===== src/rtl/core/sepq_pkg.sv =====
`timescale 1ns / 1ps

package sepq_pkg;

    localparam int QUEUE_DEPTH = 16;
    localparam int TIME_BITS   = 32;
    localparam int TAG_BITS    = 16;
    localparam int IDX_BITS    = $clog2(QUEUE_DEPTH);
    localparam int CNT_BITS    = 5;

    localparam logic [CNT_BITS-1:0] COUNT_FULL = CNT_BITS'(QUEUE_DEPTH);

    typedef enum logic {
        FUNC_INSERT = 1'b0,
        FUNC_REMOVE = 1'b1
    } func_t;

    typedef enum logic [1:0] {
        STATUS_OK    = 2'd0,
        STATUS_EMPTY = 2'd1,
        STATUS_FULL  = 2'd2
    } status_t;

    typedef struct packed {
        logic [TIME_BITS-1:0] time_val;
        logic [TAG_BITS-1:0]  tag;
    } entry_t;

    // One write port and one read port of the slot memory.
    typedef struct packed {
        logic                we;
        logic [IDX_BITS-1:0] waddr;
        entry_t              wdata;
        logic [IDX_BITS-1:0] raddr;
    } mem_req_t;

    typedef struct packed {
        logic [TIME_BITS-1:0] out_time;
        logic [TAG_BITS-1:0]  out_tag;
        logic                 removed;
        status_t              status;
        logic [CNT_BITS-1:0]  entry_count;
    } result_t;

endpackage


===== src/rtl/core/sepq_slots.sv =====
`timescale 1ns / 1ps

module sepq_slots (
    input  logic              aclk,
    input  sepq_pkg::mem_req_t req,
    output sepq_pkg::entry_t  rd_data
);

    sepq_pkg::entry_t mem [sepq_pkg::QUEUE_DEPTH];
    sepq_pkg::entry_t rd_data_reg;

    always_ff @(posedge aclk) begin
        if (req.we) begin
            mem[req.waddr] <= req.wdata;
        end
        rd_data_reg <= mem[req.raddr];
    end

    assign rd_data = rd_data_reg;

endmodule


===== src/rtl/core/sepq_seq.sv =====
`timescale 1ns / 1ps

module sepq_seq (
    input  logic                 aclk,
    input  logic                 aresetn,
    input  logic                 in_valid,
    output logic                 in_ready,
    input  sepq_pkg::func_t      in_func,
    input  sepq_pkg::entry_t     in_entry,
    output logic                 res_valid,
    input  logic                 res_ready,
    output sepq_pkg::result_t    res,
    output sepq_pkg::mem_req_t   mem_req,
    input  sepq_pkg::entry_t     mem_rd_data
);

    typedef enum logic [6:0] {
        ST_IDLE    = 7'b0000001,
        ST_INS_RD  = 7'b0000010,
        ST_INS_CMP = 7'b0000100,
        ST_INS_PUT = 7'b0001000,
        ST_RM_RD   = 7'b0010000,
        ST_RM_TAKE = 7'b0100000,
        ST_DONE    = 7'b1000000
    } state_t;

    state_t                           state_reg, state_next;
    logic [sepq_pkg::IDX_BITS-1:0]    head_reg, head_next;
    logic [sepq_pkg::CNT_BITS-1:0]    occ_reg, occ_next;
    logic [sepq_pkg::IDX_BITS-1:0]    idx_reg, idx_next;
    sepq_pkg::entry_t                 ent_reg, ent_next;
    logic [sepq_pkg::TIME_BITS-1:0]   rtime_reg, rtime_next;
    logic [sepq_pkg::TAG_BITS-1:0]    rtag_reg, rtag_next;
    logic                             removed_reg, removed_next;
    sepq_pkg::status_t                status_reg, status_next;

    logic [sepq_pkg::CNT_BITS-1:0]    occ_dec;
    logic [sepq_pkg::IDX_BITS-1:0]    idx_inc;
    logic [sepq_pkg::IDX_BITS-1:0]    phys_idx;
    logic [sepq_pkg::IDX_BITS-1:0]    phys_inc;
    logic                             new_earlier;

    assign occ_dec  = occ_reg - sepq_pkg::CNT_BITS'(1);
    assign idx_inc  = idx_reg + sepq_pkg::IDX_BITS'(1);
    // Slots form a ring starting at the head, so a removal never moves data.
    assign phys_idx = head_reg + idx_reg;
    assign phys_inc = head_reg + idx_inc;

    // The one comparator, reused on every step of the insertion scan.
    assign new_earlier = ent_reg.time_val < mem_rd_data.time_val;

    always_comb begin
        state_next   = state_reg;
        head_next    = head_reg;
        occ_next     = occ_reg;
        idx_next     = idx_reg;
        ent_next     = ent_reg;
        rtime_next   = rtime_reg;
        rtag_next    = rtag_reg;
        removed_next = removed_reg;
        status_next  = status_reg;
        mem_req      = '0;
        mem_req.raddr = phys_idx;

        case (state_reg)
            ST_IDLE: begin
                if (in_valid) begin
                    ent_next     = in_entry;
                    rtime_next   = '0;
                    rtag_next    = '0;
                    removed_next = 1'b0;
                    status_next  = sepq_pkg::STATUS_OK;
                    if (in_func == sepq_pkg::FUNC_REMOVE) begin
                        if (occ_reg == '0) begin
                            status_next = sepq_pkg::STATUS_EMPTY;
                            state_next  = ST_DONE;
                        end else begin
                            idx_next   = '0;
                            state_next = ST_RM_RD;
                        end
                    end else begin
                        if (occ_reg == sepq_pkg::COUNT_FULL) begin
                            status_next = sepq_pkg::STATUS_FULL;
                            state_next  = ST_DONE;
                        end else if (occ_reg == '0) begin
                            idx_next   = '0;
                            state_next = ST_INS_PUT;
                        end else begin
                            idx_next   = occ_dec[sepq_pkg::IDX_BITS-1:0];
                            state_next = ST_INS_RD;
                        end
                    end
                end
            end
            ST_INS_RD: begin
                state_next = ST_INS_CMP;
            end
            ST_INS_CMP: begin
                // Only a strictly later stored time moves back, so ties stay in arrival order.
                if (new_earlier) begin
                    mem_req.we    = 1'b1;
                    mem_req.waddr = phys_inc;
                    mem_req.wdata = mem_rd_data;
                    if (idx_reg == '0) begin
                        state_next = ST_INS_PUT;
                    end else begin
                        idx_next   = idx_reg - sepq_pkg::IDX_BITS'(1);
                        state_next = ST_INS_RD;
                    end
                end else begin
                    idx_next   = idx_inc;
                    state_next = ST_INS_PUT;
                end
            end
            ST_INS_PUT: begin
                mem_req.we    = 1'b1;
                mem_req.waddr = phys_idx;
                mem_req.wdata = ent_reg;
                occ_next      = occ_reg + sepq_pkg::CNT_BITS'(1);
                state_next    = ST_DONE;
            end
            ST_RM_RD: begin
                state_next = ST_RM_TAKE;
            end
            ST_RM_TAKE: begin
                rtime_next   = mem_rd_data.time_val;
                rtag_next    = mem_rd_data.tag;
                removed_next = 1'b1;
                head_next    = head_reg + sepq_pkg::IDX_BITS'(1);
                occ_next     = occ_dec;
                state_next   = ST_DONE;
            end
            ST_DONE: begin
                if (res_ready) begin
                    state_next = ST_IDLE;
                end
            end
            default: begin
                state_next = ST_IDLE;
            end
        endcase
    end

    always_ff @(posedge aclk) begin
        if (!aresetn) begin
            state_reg <= ST_IDLE;
            head_reg  <= '0;
            occ_reg   <= '0;
        end else begin
            state_reg <= state_next;
            head_reg  <= head_next;
            occ_reg   <= occ_next;
        end
    end

    always_ff @(posedge aclk) begin
        idx_reg     <= idx_next;
        ent_reg     <= ent_next;
        rtime_reg   <= rtime_next;
        rtag_reg    <= rtag_next;
        removed_reg <= removed_next;
        status_reg  <= status_next;
    end

    // No transfer is taken while reset is held.
    assign in_ready  = aresetn && (state_reg == ST_IDLE);
    assign res_valid = (state_reg == ST_DONE);

    always_comb begin
        res.out_time    = rtime_reg;
        res.out_tag     = rtag_reg;
        res.removed     = removed_reg;
        res.status      = status_reg;
        res.entry_count = occ_reg;
    end

endmodule


===== src/rtl/core/stable_event_priority_queue_core.sv =====
`timescale 1ns / 1ps

// Time-ordered event queue holding up to 16 events, kept sorted by time with
// ties leaving in arrival order. Each input transfer on the s_axis channel is
// either an insert (tuser = 0, tdata carries time and tag) or a remove of the
// earliest event (tuser = 1). Every input transfer yields exactly one result
// transfer on m_axis carrying the removed event (if any), a status code and
// the entry count after the operation.
// An input is taken only while the sequencer is idle. An error goes straight
// to the result and a remove reads the head slot and takes its event. An
// insert into an empty queue writes the new event at once; otherwise the
// insert scan starts at the tail, reads one slot, compares it on the single
// time comparator and, while the stored time is later, moves it back one
// place through the one-read one-write slot memory, then writes the new
// event into the gap. Removal only advances a head pointer. With a ready
// receiver the sequencer is idle again when m_axis_tvalid rises.
// The sequencer may start the next item while a result waits in the output
// register; it holds its own result until that register is free, so a
// stalled receiver eventually stops input acceptance without losing data.
// Reset (aresetn low, synchronous) empties the queue and drops any pending
// result; slot contents are not cleared.
module stable_event_priority_queue_core (
    input  logic        aclk,
    input  logic        aresetn,
    input  logic        s_axis_tvalid,
    output logic        s_axis_tready,
    // [31:0] event_time, [47:32] event_tag
    input  logic [47:0] s_axis_tdata,
    // [0] func
    input  logic [0:0]  s_axis_tuser,
    output logic        m_axis_tvalid,
    input  logic        m_axis_tready,
    // [31:0] out_time, [47:32] out_tag, [52:48] entry_count, [55:53] zero
    output logic [55:0] m_axis_tdata,
    // [0] removed, [2:1] status
    output logic [2:0]  m_axis_tuser
);

    sepq_pkg::entry_t   in_entry;
    sepq_pkg::func_t    in_func;
    sepq_pkg::result_t  res;
    sepq_pkg::result_t  out_reg;
    sepq_pkg::mem_req_t mem_req;
    sepq_pkg::entry_t   mem_rd_data;
    logic               res_valid;
    logic               res_ready;
    logic               m_valid_reg;

    assign in_entry.time_val = s_axis_tdata[31:0];
    assign in_entry.tag      = s_axis_tdata[47:32];
    assign in_func           = sepq_pkg::func_t'(s_axis_tuser[0]);

    sepq_seq u_seq (
        .aclk        (aclk),
        .aresetn     (aresetn),
        .in_valid    (s_axis_tvalid),
        .in_ready    (s_axis_tready),
        .in_func     (in_func),
        .in_entry    (in_entry),
        .res_valid   (res_valid),
        .res_ready   (res_ready),
        .res         (res),
        .mem_req     (mem_req),
        .mem_rd_data (mem_rd_data)
    );

    sepq_slots u_slots (
        .aclk    (aclk),
        .req     (mem_req),
        .rd_data (mem_rd_data)
    );

    assign res_ready = !m_valid_reg || m_axis_tready;

    always_ff @(posedge aclk) begin
        if (!aresetn) begin
            m_valid_reg <= 1'b0;
        end else if (res_ready) begin
            m_valid_reg <= res_valid;
        end
    end

    always_ff @(posedge aclk) begin
        if (res_ready && res_valid) begin
            out_reg <= res;
        end
    end

    assign m_axis_tvalid = m_valid_reg;
    assign m_axis_tdata  = {3'b000, out_reg.entry_count, out_reg.out_tag, out_reg.out_time};
    assign m_axis_tuser  = {out_reg.status, out_reg.removed};

endmodule


===== config.mk =====
export PLATFORM = sky130hd
export DESIGN_NAME = stable_event_priority_queue_core
export DESIGN_NICKNAME = d
export VERILOG_FILES = /design/src/rtl/core/sepq_pkg.sv /design/src/rtl/core/sepq_slots.sv /design/src/rtl/core/sepq_seq.sv /design/src/rtl/core/stable_event_priority_queue_core.sv
export SDC_FILE = /design/constraint.sdc
export NUM_CORES = 1
export LEC_CHECK = 0
export BUFFER_PORTS_ARGS = -buffer_cell sky130_fd_sc_hd__buf_4
export CAP_MARGIN = 20
export CORE_MARGIN = 2
export CORE_UTILIZATION = 56
export DETAILED_ROUTE_END_ITERATION = 6
export PLACE_DENSITY = 0.73
export SLEW_MARGIN = 30
export SYNTH_ARGS = -nofsm -noshare
export SYNTH_HDL_FRONTEND = slang
export SYNTH_HIERARCHICAL = 1
export SYNTH_SLANG_ARGS = --single-unit

===== constraint.sdc =====
create_clock -name aclk -period 6.5 [get_ports aclk]
set_input_delay 0 -clock aclk [delete_from_list [all_inputs] [get_ports aclk]]
set_output_delay 0 -clock aclk [all_outputs]
set_load 0.05 [all_outputs]

==> results.md <==
* VDD IR max at between 0.00015 and 0.0002 V
* Post-synthesis async set-or-reset flop share at 0%
* CTS buffer count at between 90 and 100
* #FFs+latches synth at slightly below 1000
* Reg with most FFs: u_slots/mem
* FILL cells at 4195
* Post-CTS Hold Fix Bufs at 54
* Post-CTS Setup Inserts at 0
* Final max-slew violation count at 0
* Net Sw Frac at 21.26%
* CP endpoint kind: flip-flop
* Max reg flops at roughly 770
* Starting Density at a little under three fifths
* CTS tree: done
* Max-Cap Viols at 0
* Remaining antenna violation count at 0
* Unrepaired setup endpoints after global routing: no
* Worst slew margin at a little over a third
* Post-Syn Instances at approximately 1800
* Die height at ~260 um
* Min-delay worst type: input port to flip-flop
* Netlist Area Pre-Place at ~37000 um2
* ANT cells at 0
* Syn. warnings at 6
* Fraction of layout cells with a size suffix above 1 at 24.56%
* Clock share of power at 39.8%
* Total power draw at between 10 and 15 mW
* CP max FO at 26
* PostCTS Resize Cnt at 0
* CTS clock-pin slew for the worst setup and hold paths at 0.06 ns
* P&R area growth vs syn at 14.72%
* First-pass GRT wire length at 121300 um
* GRT overflow at 0
* Worst Path Required at just under 7 ns
* Post-layout min period at 4.656 ns
* P_leak at 12.68 nW
* Sequential share of the synthesized area at 77.90%
* Core Region at roughly 66000 um2
* Row cnt at 94
* Initial DRT Pass Iterations at 5
* Clk_skew at approximately 0.024 ns
* H-tree levels at 3
* PortBufs at 110
* Crit Path Class: flip-flop to flip-flop
* Largest net degree at the start of global routing at 80
* Number of global-route vias before repair at 19060
* Maximum clock insertion buffer count at 3
* Drt initial violations at 2158
* DRC viols at 0
* Worst Tran Pin Value at around 0.96 ns
* Initial antenna violation count at 0
* Die X at 262.4 um
* GP Congestion at a little under 0.8
* Final Setup Violations at 0
* Fmax at 0.2148 GHz
* DR vias/cell at around 6.2
* Final nets at 2115
* HPWL after detailed placement at around 43000 um
* CTS Sinks at about 990
* Clock Tree Root: clkbuf_16
* Worst hold slack at 0.07841 ns
* Setup TNS at 0 ns
* Avg Inst Size Synth at roughly 21 um2
* Seq pwr share at between 50% and 60%
* Die area at 68880 um2
* Switch Pwr at between 2 and 3 mW
* CP startpoint kind: flip-flop
* PD cells at about 310 nW/um2
* Combinational power share at 6.0%
* Commonest cells after routing, fill and taps aside: 927 x edfxtp_1, 192 x mux4_2, 146 x buf_4
* Routed wire length at between 80000 and 90000 um
* Unique cell type count in the Yosys netlist at 55
* WL/cell at between 20 and 30 um
* Main flop type after synthesis: edfxtp_1
* Critical Path AT at about 4.9 ns
* Clock latency on the worst-skew pair at roughly 0.64 ns
* P_int at roughly 10 mW
* Post-synth EDFFs at 927
* Vias at 18470
* Period utilization at between 70% and 80%
* Final hold vios at 0
* GRT Util Overall at approximately a quarter
* I/O Pins at approximately 110
* Outcome: completed
* Commonest non-fill, non-tap cell in the layout: edfxtp_1
-- metal layers --
| metal | GRT usage [%] | up-vias | share of wire [%] |
|---|---|---|---|
| li1 | - | 7810 | - |
| met1 | 32.99 | 9698 | 40 |
| met2 | 38.83 | 844 | 49 |
| met3 | 4.535 | 118 | 8.0 |
| met4 | 7.223 | 0 | 2.3 |
| met5 | 0 | - | 0 |
-- power by group through the flow --
stage / Combinational (mW) / Sequential, mW / Clock (mW)
finish: 0.791 / 7.20 / 5.29
global route: 0.855 / 7.21 / 5.65
CTS: 0.794 / 7.20 / 5.38
detailed placement: 0.761 / 7.33 / 0
global placement: 0.746 / 7.32 / 0
floorplan: 0.481 / 7.34 / 0
-- critical path, cell delays in order (launching register included) --
cell and delay (ns):
edfxtp_1 0.40, ha_1 0.33, a21oi_2 0.12, o21ai_1 0.12
a221o_1 0.42, a2111o_1 0.55, or2_1 0.35, o31ai_2 0.54
nand2b_1 0.39, nor2_4 0.47, buf_4 0.56
-- final cells by class --
cell class,instances,area [um2],share of cell area (%)
Sequential cell,992,29140,67.90
Multi-Input combinational cell,677,7792,18.16
Clock buffer,126,2565,5.977
Timing Repair Buffer,205,1728,4.027
Tap cell,864,1081,2.519
Clock inverter,46,424.2,0.9884
Inverter,47,183.9,0.4286
-- synth_stat cells (11+ instances only) --
library cell	number	area, um2
mux4_2	192	4324
a22oi_1	99	743.2
nand2_1	71	266.5
nor2_1	69	259.0
buf_4	22	165.2
and2_1	19	118.9
nand3_1	11	55.05
edfxtp_1	927	27840
dfxtp_1	65	1301
buf_1	16	60.06
clkbuf_1	40	150.1
a22o_1	50	437.9
a21oi_1	18	90.09
ha_1	42	525.5
inv_1	47	176.4
-- final timing paths --
check	slack [ns]	cells past startpoint	from	endpoint
setup / recovery	1.84	10	u_seq/ent_reg[35]	u_slots/mem[14][6]
hold / removal	0.08	2	s_axis_tdata[32]	u_seq/ent_reg[0]
setup reg to reg	1.84	10	u_seq/ent_reg[35]	u_slots/mem[14][6]
hold reg to reg	0.42	0	u_seq/rtime_reg[28]	m_axis_tdata[28]
-- cells by family (layout without fill, tap and decap cells) --
logic type,count (synthesis),after routing,share of synthesized area [%]
DFF,992,992,77.90
and+or+nand+nor,217,217,2.800
AOI/OAI and AO/OA,203,203,4.098
muxes,193,193,11.59
buffers and inverters,135,424,1.693
adders and majority gates,44,44,1.512
xor gates and xnor gates,17,17,0.3981
other,1,3,0.01003
-- through the flow --
step / worst slack [ns] / utilization, % / cells / cell area (um2)
floorplan: 0.01238 / - / 1804 / 37410
global placement: 1.694 / 59.66 / 2730 / 39370
detailed placement: 1.580 / 59.66 / 2730 / 39370
CTS: 1.581 / 65.01 / 2956 / 42900
global route: 1.674 / 65.04 / 2957 / 42910
finish: 1.845 / 65.04 / 2957 / 42910
(Power assumes the default switching activity.)
